$ cat src/linear_interp_resampler_macros.svh
// Assertion helpers shared by the resampler RTL.
// Each macro expands to one labelled concurrent assertion on the rising clock edge,
// disabled while reset is high.
`ifndef LINEAR_INTERP_RESAMPLER_MACROS_SVH
`define LINEAR_INTERP_RESAMPLER_MACROS_SVH

// Same-cycle implication
`define LIR_ASSERT_IMP(label, clk, rst, ante, cons, msg) \
  label: assert property (@(posedge clk) disable iff (rst) (ante) |-> (cons)) \
    else $error(msg);

// Next-cycle implication
`define LIR_ASSERT_NXT(label, clk, rst, ante, cons, msg) \
  label: assert property (@(posedge clk) disable iff (rst) (ante) |=> (cons)) \
    else $error(msg);

`endif

$ cat src/lir_pkg.sv
`timescale 1ns / 1ps
package lir_pkg;

  // Field and state widths
  localparam int unsigned SAMPLE_W = 16;
  localparam int unsigned EP_W     = 20;
  localparam int unsigned CNT_W    = 24;
  localparam int unsigned OFF_W    = 21;
  localparam int unsigned POS_W    = 4;
  localparam int unsigned CFG_W    = 24;
  localparam int unsigned P_W      = 15;

  // Divider widths: dividend magnitude and quotient
  localparam int unsigned DIV_NW   = 32;
  localparam int unsigned DIV_QW   = 17;

  // Last position index handled per sample request
  localparam logic [POS_W-1:0] POS_LAST = 4'd7;

  // Quotient bound for a rounded sample magnitude
  localparam logic [DIV_QW-1:0] QUO_MAX = 17'd32768;

  // Configuration register indexes
  localparam logic CFG_EXPORT_PERIOD = 1'b0;
  localparam logic CFG_OUTPUT_COUNT  = 1'b1;

  // Input kinds
  localparam logic KIND_SAMPLE = 1'b0;
  localparam logic KIND_FLUSH  = 1'b1;

  // Reset values of the configuration registers
  localparam logic [EP_W-1:0]  EXPORT_PERIOD_RST = 20'd22676;
  localparam logic [CNT_W-1:0] OUTPUT_COUNT_RST  = 24'd44100;

  typedef enum logic [6:0] {
    ST_IDLE     = 7'b0000001,
    ST_DISPATCH = 7'b0000010,
    ST_LOOP     = 7'b0000100,
    ST_SUM      = 7'b0001000,
    ST_LOAD     = 7'b0010000,
    ST_DIV      = 7'b0100000,
    ST_EMIT     = 7'b1000000
  } lir_state_t;

  // Controller to datapath commands
  typedef struct packed {
    logic take_in;
    logic load_hold;
    logic load_first;
    logic skip;
    logic mul;
    logic sum;
    logic div_start;
    logic fix;
    logic emit;
    logic finish;
  } lir_cmd_t;

  // Datapath to controller status
  typedef struct packed {
    logic kind_flush;
    logic seen_first;
    logic below_count;
    logic in_window;
    logic div_done;
    logic slot_free;
    logic res_interp;
  } lir_sts_t;

endpackage

$ cat src/lir_div.sv
`timescale 1ns / 1ps
`include "linear_interp_resampler_macros.svh"
module lir_div #(
  parameter int unsigned DIVISOR = 40228
) (
  input  logic                       clk,
  input  logic                       rst,
  input  logic                       start,
  input  logic [lir_pkg::DIV_NW-1:0] dividend,
  output logic [lir_pkg::DIV_QW-1:0] quotient,
  output logic                       done
);
  import lir_pkg::*;

  // Reciprocal rounded up, scaled so that the truncated product is the exact
  // quotient for every dividend below 2^31
  localparam int unsigned     SHIFT = 31 + $clog2(DIVISOR);
  localparam longint unsigned SCALE = 64'd1 << SHIFT;
  localparam logic [32:0]     RECIP = 33'((SCALE + 64'(DIVISOR) - 64'd1) / 64'(DIVISOR));

  logic [DIV_NW-1:0] dvd;
  logic [48:0]       prod_lo;
  logic [48:0]       prod_hi;
  logic [63:0]       acc;
  logic              step1;
  logic              step2;

  // Control: advance the request through the three stages, pulse done after the last
  always_ff @(posedge clk) begin
    if (rst) begin
      step1 <= 1'b0;
      step2 <= 1'b0;
      done  <= 1'b0;
    end else begin
      step1 <= start;
      step2 <= step1;
      done  <= step2;
    end
  end

  // Datapath: hold the dividend, multiply both halves, then add the partial products
  always_ff @(posedge clk) begin
    if (start) begin
      dvd <= dividend;
    end
    if (step1) begin
      prod_lo <= dvd[15:0] * RECIP;
      prod_hi <= dvd[DIV_NW-1:16] * RECIP;
    end
    if (step2) begin
      acc <= 64'({prod_hi, 16'h0000}) + 64'(prod_lo);
    end
  end

  assign quotient = acc[SHIFT +: DIV_QW];

  `LIR_ASSERT_NXT(a_div_start_quiet, clk, rst, start, !done, "divider done right after start")
  `LIR_ASSERT_NXT(a_div_done_pulse, clk, rst, done, !done, "divider done held for two cycles")
  `LIR_ASSERT_IMP(a_div_quo_range, clk, rst, done, quotient <= QUO_MAX, "quotient too large")

endmodule

$ cat src/lir_dp.sv
`timescale 1ns / 1ps
`include "linear_interp_resampler_macros.svh"
module lir_dp #(
  parameter int unsigned SAMPLE_PERIOD_NS = 20114
) (
  input  logic                         clk,
  input  logic                         rst,
  input  logic                         cfg_we,
  input  logic                         cfg_index,
  input  logic [lir_pkg::CFG_W-1:0]    cfg_data,
  input  logic [lir_pkg::SAMPLE_W-1:0] s_tdata,
  input  logic                         s_tuser,
  output logic [lir_pkg::SAMPLE_W-1:0] m_tdata,
  output logic                         m_tuser,
  output logic                         m_tlast,
  output logic                         m_tvalid,
  input  logic                         m_tready,
  input  lir_pkg::lir_cmd_t            cmd,
  output lir_pkg::lir_sts_t            sts
);
  import lir_pkg::*;

  localparam logic [OFF_W-1:0]           D_OFF = OFF_W'(SAMPLE_PERIOD_NS);
  localparam logic signed [SAMPLE_W-1:0] D_S   = SAMPLE_W'(SAMPLE_PERIOD_NS);
  localparam logic signed [34:0]         D_N   = 35'(SAMPLE_PERIOD_NS);

  // Configuration
  logic [EP_W-1:0]  export_period;
  logic [CNT_W-1:0] output_count;

  // Stream state
  logic signed [SAMPLE_W-1:0] prev_sample;
  logic signed [SAMPLE_W-1:0] cur_sample;
  logic                       cur_kind;
  logic [OFF_W-1:0]           next_offset;
  logic                       seen_first;
  logic [CNT_W-1:0]           emitted;
  logic [POS_W-1:0]           pos;

  // Arithmetic pipeline
  logic signed [31:0]          prod_a;
  logic signed [32:0]          prod_d;
  logic signed [34:0]          num2;
  logic                        neg;
  logic signed [SAMPLE_W:0]    diff;
  logic signed [SAMPLE_W-1:0]  p_s;
  logic [DIV_NW-1:0]           mag;
  logic [34:0]                 num2_abs;
  logic [DIV_QW-1:0]           quotient;
  logic                        div_done;

  // Result staging and output register
  logic [SAMPLE_W-1:0] res_value;
  logic                res_held;
  logic                res_interp;
  logic [SAMPLE_W-1:0] out_sample;
  logic                out_held;
  logic                out_last;
  logic                out_valid;

  logic [OFF_W-1:0] off_step;
  logic [CNT_W:0]   emitted_inc;
  logic [CNT_W:0]   count_ext;
  logic             count_hit;
  logic             more;
  logic             slot_free;

  // Configuration writes
  always_ff @(posedge clk) begin
    if (rst) begin
      export_period <= EXPORT_PERIOD_RST;
      output_count  <= OUTPUT_COUNT_RST;
    end else if (cfg_we) begin
      unique case (cfg_index)
        CFG_EXPORT_PERIOD: export_period <= cfg_data[EP_W-1:0];
        CFG_OUTPUT_COUNT:  output_count  <= cfg_data[CNT_W-1:0];
        default:           export_period <= export_period;
      endcase
    end
  end

  assign off_step    = next_offset + OFF_W'(export_period);
  assign emitted_inc = {1'b0, emitted} + 1'b1;
  assign count_ext   = {1'b0, output_count};
  assign count_hit   = (emitted_inc >= count_ext);
  // Another output follows within this request
  assign more        = (pos < POS_LAST) && (off_step <= D_OFF) && !count_hit;
  assign slot_free   = !out_valid || m_tready;

  // Latch the request
  always_ff @(posedge clk) begin
    if (cmd.take_in) begin
      cur_sample <= s_tdata;
      cur_kind   <= s_tuser;
    end
  end

  // Stream state updates
  always_ff @(posedge clk) begin
    if (rst) begin
      prev_sample <= '0;
      next_offset <= '0;
      seen_first  <= 1'b0;
      emitted     <= '0;
      pos         <= '0;
    end else begin
      if (cmd.take_in) begin
        pos <= '0;
      end
      if (cmd.load_first) begin
        seen_first  <= 1'b1;
        prev_sample <= cur_sample;
        next_offset <= OFF_W'(export_period);
      end
      if (cmd.skip) begin
        next_offset <= off_step;
        pos         <= pos + 1'b1;
      end
      if (cmd.emit) begin
        emitted <= emitted + 1'b1;
        if (res_interp) begin
          next_offset <= off_step;
          pos         <= pos + 1'b1;
        end
      end
      // Close the interval: carry the overshoot to the new sample
      if (cmd.finish) begin
        next_offset <= (next_offset > D_OFF) ? (next_offset - D_OFF) : '0;
        prev_sample <= cur_sample;
      end
    end
  end

  // Products: D*a and p*(b-a)
  assign diff = $signed({cur_sample[SAMPLE_W-1], cur_sample})
              - $signed({prev_sample[SAMPLE_W-1], prev_sample});
  assign p_s  = $signed({1'b0, next_offset[P_W-1:0]});

  always_ff @(posedge clk) begin
    if (cmd.mul) begin
      prod_a <= D_S * prev_sample;
      prod_d <= p_s * diff;
    end
  end

  // Doubled numerator plus D, for round half up before truncation
  always_ff @(posedge clk) begin
    if (cmd.sum) begin
      num2 <= ((35'(prod_a) + 35'(prod_d)) <<< 1) + D_N;
    end
  end

  // Split sign and magnitude for the unsigned divider
  assign num2_abs = num2[34] ? 35'(-num2) : 35'(num2);
  assign mag      = num2_abs[DIV_NW-1:0];

  always_ff @(posedge clk) begin
    if (cmd.div_start) begin
      neg <= num2[34];
    end
  end

  lir_div #(
    .DIVISOR(2 * SAMPLE_PERIOD_NS)
  ) u_div (
    .clk      (clk),
    .rst      (rst),
    .start    (cmd.div_start),
    .dividend (mag),
    .quotient (quotient),
    .done     (div_done)
  );

  // Stage the next result
  always_ff @(posedge clk) begin
    if (rst) begin
      res_interp <= 1'b0;
    end else if (cmd.load_hold) begin
      res_interp <= 1'b0;
    end else if (cmd.load_first) begin
      res_interp <= 1'b0;
    end else if (cmd.fix) begin
      res_interp <= 1'b1;
    end
  end

  always_ff @(posedge clk) begin
    priority if (cmd.load_hold) begin
      res_value <= prev_sample;
      res_held  <= 1'b1;
    end else if (cmd.load_first) begin
      res_value <= cur_sample;
      res_held  <= 1'b0;
    end else if (cmd.fix) begin
      res_value <= neg ? SAMPLE_W'(-quotient) : quotient[SAMPLE_W-1:0];
      res_held  <= 1'b0;
    end
  end

  // Output register
  always_ff @(posedge clk) begin
    if (rst) begin
      out_valid <= 1'b0;
    end else if (cmd.emit) begin
      out_valid <= 1'b1;
    end else if (m_tready) begin
      out_valid <= 1'b0;
    end
  end

  always_ff @(posedge clk) begin
    if (cmd.emit) begin
      out_sample <= res_value;
      out_held   <= res_held;
      out_last   <= res_interp ? !more : 1'b1;
    end
  end

  assign m_tdata  = out_sample;
  assign m_tuser  = out_held;
  assign m_tlast  = out_last;
  assign m_tvalid = out_valid;

  assign sts.kind_flush  = (cur_kind == KIND_FLUSH);
  assign sts.seen_first  = seen_first;
  assign sts.below_count = (emitted < output_count);
  assign sts.in_window   = !pos[POS_W-1] && (next_offset <= D_OFF);
  assign sts.div_done    = div_done;
  assign sts.slot_free   = slot_free;
  assign sts.res_interp  = res_interp;

  `LIR_ASSERT_IMP(a_emit_slot, clk, rst, cmd.emit, slot_free, "result loaded over a waiting one")
  `LIR_ASSERT_IMP(a_mul_window, clk, rst, cmd.mul, sts.in_window, "multiply outside the interval")
  `LIR_ASSERT_NXT(a_last_at_count, clk, rst, cmd.emit && count_hit, m_tlast, "tlast missing")

endmodule

$ cat src/lir_ctrl.sv
`timescale 1ns / 1ps
module lir_ctrl (
  input  logic              clk,
  input  logic              rst,
  input  logic              s_tvalid,
  output logic              s_tready,
  input  lir_pkg::lir_sts_t sts,
  output lir_pkg::lir_cmd_t cmd
);
  import lir_pkg::*;

  lir_state_t state;
  lir_state_t state_next;

  always_ff @(posedge clk) begin
    if (rst) begin
      state <= ST_IDLE;
    end else begin
      state <= state_next;
    end
  end

  // Sequence one request through dispatch, the position loop and the output slot
  always_comb begin
    cmd        = '0;
    state_next = state;
    unique case (state)
      ST_IDLE: begin
        if (s_tvalid) begin
          cmd.take_in = 1'b1;
          state_next  = ST_DISPATCH;
        end
      end
      ST_DISPATCH: begin
        if (sts.kind_flush) begin
          if (sts.seen_first && sts.below_count) begin
            cmd.load_hold = 1'b1;
            state_next    = ST_EMIT;
          end else begin
            state_next = ST_IDLE;
          end
        end else if (!sts.seen_first) begin
          cmd.load_first = 1'b1;
          state_next     = sts.below_count ? ST_EMIT : ST_IDLE;
        end else begin
          state_next = ST_LOOP;
        end
      end
      ST_LOOP: begin
        if (sts.in_window) begin
          if (sts.below_count) begin
            cmd.mul    = 1'b1;
            state_next = ST_SUM;
          end else begin
            // Count reached: consume the position silently
            cmd.skip = 1'b1;
          end
        end else begin
          cmd.finish = 1'b1;
          state_next = ST_IDLE;
        end
      end
      ST_SUM: begin
        cmd.sum    = 1'b1;
        state_next = ST_LOAD;
      end
      ST_LOAD: begin
        cmd.div_start = 1'b1;
        state_next    = ST_DIV;
      end
      ST_DIV: begin
        if (sts.div_done) begin
          cmd.fix    = 1'b1;
          state_next = ST_EMIT;
        end
      end
      ST_EMIT: begin
        if (sts.slot_free) begin
          cmd.emit   = 1'b1;
          state_next = sts.res_interp ? ST_LOOP : ST_IDLE;
        end
      end
      default: begin
        state_next = ST_IDLE;
      end
    endcase
  end

  assign s_tready = (state == ST_IDLE);

endmodule

$ cat src/linear_interp_resampler.sv
`timescale 1ns / 1ps
// Linear interpolation resampler.
// s_* channel: one request per input item; s_tuser is the kind (0 sample, 1 flush),
// s_tdata the signed 16-bit sample. m_* channel: s_tdata-like result with tuser =
// held flag (flush repeat) and tlast on the final result of each request.
// cfg_we/cfg_index/cfg_data write export_period (index 0) or output_count (index 1);
// write only while the block is idle.
// A flush or the first sample passes through the dispatch and emit states before its
// result enters the output register. Each interpolated output passes through multiply,
// sum, load, the reciprocal multiply for the division by twice the input period, and
// the load of the output register.
// A request that falls past the output count still walks its positions, one a cycle.
// One request is in work at a time; the next is accepted in the cycle after the last
// result enters the output register or, after an interpolated one, once the position
// loop has closed the interval, so a waiting result does not block acceptance.
// Reset clears the stream state and reloads the configuration defaults.
// A stalled receiver holds the output register; work pauses until the slot frees.
module linear_interp_resampler #(
  parameter int unsigned SAMPLE_PERIOD_NS = 20114
) (
  input  logic                         clk,
  input  logic                         rst,
  input  logic                         cfg_we,
  input  logic                         cfg_index,
  input  logic [lir_pkg::CFG_W-1:0]    cfg_data,
  input  logic                         s_tvalid,
  output logic                         s_tready,
  input  logic [lir_pkg::SAMPLE_W-1:0] s_tdata,   // [15:0] sample
  input  logic                         s_tuser,   // [0] kind
  output logic                         m_tvalid,
  input  logic                         m_tready,
  output logic [lir_pkg::SAMPLE_W-1:0] m_tdata,   // [15:0] out_sample
  output logic                         m_tuser,   // [0] held
  output logic                         m_tlast
);
  import lir_pkg::*;

  lir_cmd_t cmd;
  lir_sts_t sts;

  lir_ctrl u_ctrl (
    .clk      (clk),
    .rst      (rst),
    .s_tvalid (s_tvalid),
    .s_tready (s_tready),
    .sts      (sts),
    .cmd      (cmd)
  );

  lir_dp #(
    .SAMPLE_PERIOD_NS(SAMPLE_PERIOD_NS)
  ) u_dp (
    .clk       (clk),
    .rst       (rst),
    .cfg_we    (cfg_we),
    .cfg_index (cfg_index),
    .cfg_data  (cfg_data),
    .s_tdata   (s_tdata),
    .s_tuser   (s_tuser),
    .m_tdata   (m_tdata),
    .m_tuser   (m_tuser),
    .m_tlast   (m_tlast),
    .m_tvalid  (m_tvalid),
    .m_tready  (m_tready),
    .cmd       (cmd),
    .sts       (sts)
  );

endmodule

$ cat config.mk
export PLATFORM = sky130hd
export DESIGN_NAME = linear_interp_resampler
export DESIGN_NICKNAME = d
export VERILOG_FILES = /design/src/lir_pkg.sv /design/src/lir_div.sv /design/src/lir_dp.sv /design/src/lir_ctrl.sv /design/src/linear_interp_resampler.sv
export VERILOG_INCLUDE_DIRS = /design/src /design/src/src
export SDC_FILE = /design/constraint.sdc
export NUM_CORES = 2
export LEC_CHECK = 0
export CAP_MARGIN = 5
export CORE_MARGIN = 8
export CORE_UTILIZATION = 28
export CTS_CLUSTER_DIAMETER = 150
export DETAILED_ROUTE_END_ITERATION = 6
export DONT_BUFFER_PORTS = 1
export PLACE_DENSITY = 0.45
export SLEW_MARGIN = 0
export SYNTH_ARGS = -nofsm -noshare
export SYNTH_HDL_FRONTEND = slang
export SYNTH_SLANG_ARGS = --single-unit
$ cat constraint.sdc
create_clock -name clk -period 9.8 [get_ports clk]
set_input_delay 0.98 -clock clk [delete_from_list [all_inputs] [get_ports clk]]
set_output_delay 0.98 -clock clk [all_outputs]
set_load 0.02 [all_outputs]
Word level (Yosys, flattened, before mapping):

Cells that the tools add are included.

* bits in registers: 464
* word-level logic and storage cells: 129
* output and inout bits: 20
* input bits: 47

* bitwise logic cells: 1
* add/sub/neg operators: 11
* $lt $le $gt $ge: 6
* reductions and logical operators: 17
* muxes and demuxes: 51
* equal/unequal tests: 11
* multipliers: 4

Operator list (number)
* 21-bit 2-to-1 mux: 6
* 16-bit 2-to-1 mux: 6
* 63-bit by 48-bit adder with 63-bit output: 1
* 7-bit 2-to-1 mux: 9
* 7-bit case mux with 7 select lines: 1
* 16-bit by 32-bit multiplier with 48-bit output (second input constant): 1
* 16-bit by 32-bit multiplier with 47-bit output (second input constant): 1
* 21-bit by 15-bit less-or-equal comparator with 1-bit output (second input constant): 2
* 35-bit by 16-bit adder with 35-bit output (second input constant): 1
* 32-bit by 33-bit adder with 34-bit output: 1
* 16-bit by 17-bit multiplier with 33-bit output: 1
* 32-bit 2-to-1 mux: 1
* 32-bit negator: 1
* 15-bit by 16-bit multiplier with 31-bit output (first input constant): 1
* 24-bit by 1-bit adder with 25-bit output (second input constant): 1
* 25-bit by 24-bit greater-or-equal comparator with 1-bit output: 1
* 24-bit by 1-bit adder with 24-bit output (second input constant): 1
* 24-bit < comparator: 1
* 21-bit by 20-bit adder with 21-bit output: 1
* 21-bit by 15-bit > comparator with 1-bit output (second input constant): 1
* 21-bit by 15-bit subtractor with 21-bit output (second input constant): 1
* 1-bit 2-to-1 mux: 20
* 16-bit by 16-bit subtractor with 17-bit output: 1
* 4-bit 2-to-1 mux: 4
* other kinds (24): 36

Longest topological paths before layout:

* word-level depth: 10
* mapped depth: 37
* mapped depth without buffers: 36

Hierarchy:

A second synthesis with hierarchy kept.

* cells, all modules: 5555
* area, all modules: 52698.0 um2

Modules (own cells, without submodules)
* lir_dp: cells each 3493, times used 1, area each 31163.6 um2, seq. area each 6706.4 um2
* lir_div: cells each 1989, times used 1, area each 20937.6 um2, seq. area each 3933.8 um2
* lir_ctrl: cells each 73, times used 1, area each 596.8 um2, seq. area each 140.1 um2

Least setup slack after synthesis:

Ideal clock, no wire load.

* path kind: flip-flop to flip-flop
* start: reg u_dp.prev_sample[2]
* end: reg u_dp.prod_d[30], data pin
* period minus slack after synthesis: 8413 ps
* data required time: 9541 ps
* buffers on the path: 2
* library setup time: 259 ps
* setup slack: 1387 ps
* arrival time: 8154 ps
* stages on the path, launching flop included: 32
* path through: dfxtp_1 > inv_1 > ha_1 > nor2b_1 > o21ai_0 > a21boi_0 > o21ai_0 > a21boi_0 > o21ai_0 > a21o_1 > a31oi_1 > a221oi_1 > a31o_2 > clkbuf_1 > and2_1 > fa_1 > fa_1 > clkbuf_1 > xor2_1 > xnor2_1 > fa_1 > fa_1 > inv_1 > fa_1 > inv_1 > ha_1 > and4_1 > and3_1 > a2111oi_0 > o21ai_0 > a21oi_1 > xnor2_1

* cells in the longest elaborated chain, start to end: 2

RTL lines
* from (decl): RTL line lir_dp.sv:32 `logic signed [SAMPLE_W-1:0] prev_sample;`
* from (signal assigned): RTL line lir_dp.sv:112 `prev_sample <= cur_sample;`
* from (signal assigned): RTL line lir_dp.sv:129 `prev_sample <= cur_sample;`
* 16-bit by 16-bit subtractor with 17-bit output: RTL line lir_dp.sv:136 `- $signed({prev_sample[SAMPLE_W-1], prev_sample});`
* 16-bit by 17-bit multiplier with 33-bit output: RTL line lir_dp.sv:142 `prod_d <= p_s * diff;`
* to (signal assigned): RTL line lir_dp.sv:142
* to (decl): RTL line lir_dp.sv:42 `logic signed [32:0] prod_d;`

No other way between the ends.
A chain may end at the register's enable or synchronous reset.

Final worst setup path:

Ends and elaborated chain as after synthesis.

==> impl_metrics.yaml <==
cts:
  ctsRootBufferMaster: "clkbuf_16"
  cts.path.max_buffers: 3
  postCtsSetupBuffers: 0
  hold_buffers: 0
  cts_resized: 0
  cts_tree: "built"
  cts_buffers: 48
  clock_latency_ns: 0.66
  cts_sinks: 397
  clkTransAtPathRegs_ns: 0.06
  htree_levels: 2
yosys:
  ys_seq_area_frac: 0.214
  yosys.area.top_type: "fa_1"
  synth_nets: 6435
  netlist.area_leader.share: 0.243
  yosysMostFrequentCell: "inv_1"
  synth_async_sr_flop_share: 0
  ys.warnings.count: 0
  avgSynthCellArea_um2: 9.99
  ys_types: 96
  ys_ff_latch: 397
  ys_top_cells_by_count: "921 x inv_1, 771 x ha_1, 608 x fa_1, 415 x nand2_1, 274 x edfxtp_1"
  ys.flop_type: "edfxtp_1"
  synth_edf_count: 274
  postSynthCellCount: 5009
  syn_area_um2: 50100
  synth.area.top_cells: "fa_1 24%, ha_1 19%, edfxtp_1 16%, inv_1 6.9%, dfxtp_1 4.9%"
final_layout:
  nets: 6436
  nFillCells: 18500
  final_cells: 7410
  area_growth_syn_to_layout_pct: 9.53
  layout-drive-gt1-share: 0.0430
worst_hold_path:
  min-delay-start: "rst"
  holdCritPathClass: "primary input to flip-flop"
placed_design:
  port_buffers: 0
  gp_congestion: 0.843
  post-dp-hpwl_um: 111000
  dp.cells: 7314
worst_setup_path:
  cp_max_fo: 10
  slowest_delay_ns: 0.55
  worst_setup_path_start_kind: "flip-flop"
  crit_type: "flip-flop to flip-flop"
  cp_data_arrival_time_ns: 9.68
  reg2reg_from: "u_dp.prev_sample[2]"
  crit_family: "adder cells"
  worstSetupEndpointType: "flip-flop"
  crit_start: "u_dp.prev_sample[2]"
  cp_common_cell: "fa_1"
  path_buf_inv: 5
  worstPathRequired_ns: 10.20
  slowest_stage: "fa_1"
drt:
  wl_per_cell_um: 18.0
  drc: 0
  dr.pass1.iters: 5
  wl_um: 133000
  avgViaCountPerCell: 4.60
  vias: 34100
  drt_iter0_drc: 1655
  postRouteAntennaNets: 0
global_route:
  grt_max_degree: 109
  grt_pass1_vias: 35700
  antenna_found_initial: 9
  overflow: 0
  grt_util_all_layers: 0.137
  grt_pass1_wl_um: 208000
timing:
  fmax_ghz: 0.108
  maxSlewHeadroom: 0.160
  finalCritPeriodShare: 0.947
  post-route-min-period_ns: 9.28
  fin_setup_tns_ns: 0
  maxSlewViolCount: 0
  final-hold-violation-count: 0
  skew_ns: 0.0700
  fin_hold_ws_ns: 0.405
  final-setup-viol-count: 0
  rsz0062_at_grt: "no"
  tightestPinTransition_ns: 1.26
power:
  p_comb_frac: 0.249
  p_clk_frac: 0.382
  seqPwrFrac: 0.370
  p_per_area_nw_per_um2: 94.0
  p_int_mw: 3.47
  ir_drop_v: 0.000108
  p_sw_mw: 1.68
  swShare: 0.326
  power.leakage_nw: 25.9
floorplanning:
  die_h_um: 439
  die-area_um2: 193000
  io_pins: 67
  die_w_um: 439
  rows: 155
  start_util: 0.281
  coreArea_um2: 178000
status:
  outcome: "complete, no violations"
job:
  drv_cap: 0
power by group through the flow:
stage	clock, mW	sequential (mW)	combinational [mW]
4_1_cts	2.04	1.91	1.30
3_5_place_dp	0	1.94	1.29
2_1_floorplan	0	1.91	0.879
3_3_place_gp	0	1.94	1.28
6_report	1.97	1.91	1.28
5_1_grt	2.10	1.91	1.44
layout make-up:
type / count / area, um^2 / area share
multi-input cells: 3579 / 35500 / 0.648
well taps: 2355 / 2950 / 0.0537
repair buffers: 63 / 470 / 0.00858
clock inverters: 35 / 489 / 0.00892
inverters: 921 / 3460 / 0.0631
flip-flops and latches: 397 / 10700 / 0.195
diodes: 6 / 15.0 / 0.000274
clock buffers: 54 / 1240 / 0.0227
placed cells by master, fill, tap and decap left out, types with 39 or more instances in the layout:
cell type,instances
nor2b_1,56
o21ai_0,115
nand2_1,415
a21o_1,106
dfxtp_1,122
nor2_1,161
xor2_1,110
edfxtp_1,274
mux2i_1,39
ha_1,771
fa_1,608
clkbuf_16,48
inv_1,921
buf_4,62
nand3_1,55
xnor2_1,224
a21oi_1,236
and2_1,114
per-stage QoR:
| stage | utilization | area [um^2] | setup slack (ns) | total power [mW] |
|---|---|---|---|---|
| 2_1_floorplan | - | 50100 | 1.39 | 2.79 |
| 3_3_place_gp | 0.298 | 53100 | 0.489 | 3.23 |
| 3_5_place_dp | 0.298 | 53100 | 0.432 | 3.23 |
| 4_1_cts | 0.308 | 54800 | 0.382 | 5.25 |
| 5_1_grt | 0.308 | 54800 | 0.0577 | 5.45 |
| 6_report | 0.308 | 54800 | 0.519 | 5.15 |
routing by layer:
metal,up-vias,share of wire,GRT usage
li1,16600,-,-
met1,16800,0.44,0.175
met2,475,0.50,0.242
met3,169,0.037,0.0187
met4,0,0.027,0.0361
met5,-,0,0
worst paths after layout:
| kind | slack [ns] | cells after the start | to |
|---|---|---|---|
| max | 0.52 | 31 | u_dp.prod_d[30] |
| min | 0.41 | 1 | u_dp.m_tvalid |
| max reg2reg | 0.52 | 31 | u_dp.prod_d[30] |
| min reg2reg | 0.42 | 0 | u_dp.m_tdata[10] |
flip-flops by register name, summed over array words and instances (netlist names), 20 cells and up:
signal              cells
u_dp.u_div.prod_hi     47
u_dp.prod_d            33
u_dp.num2              32
u_dp.u_div.prod_lo     32
u_dp.prod_a            31
u_dp.u_div.dvd         31
u_dp.emitted           24
u_dp.output_count      24
u_dp.next_offset       21
u_dp.export_period     20
logic make-up (layout without fill, tap and decap cells):
family / after synthesis / count (layout) / share of synthesized area
XOR/XNOR: 336 / 336 / 0.0589
AND/OR/NAND/NOR: 1080 / 1080 / 0.107
adder cells (fa/ha/maj): 1380 / 1380 / 0.436
buffers and inverters: 1033 / 1073 / 0.0778
AO/OA/AOI/OAI: 740 / 740 / 0.0981
other: 0 / 6 / 0
flip-flops: 397 / 397 / 0.214
multiplexers: 43 / 43 / 0.00870
(Power assumes the default switching activity.)
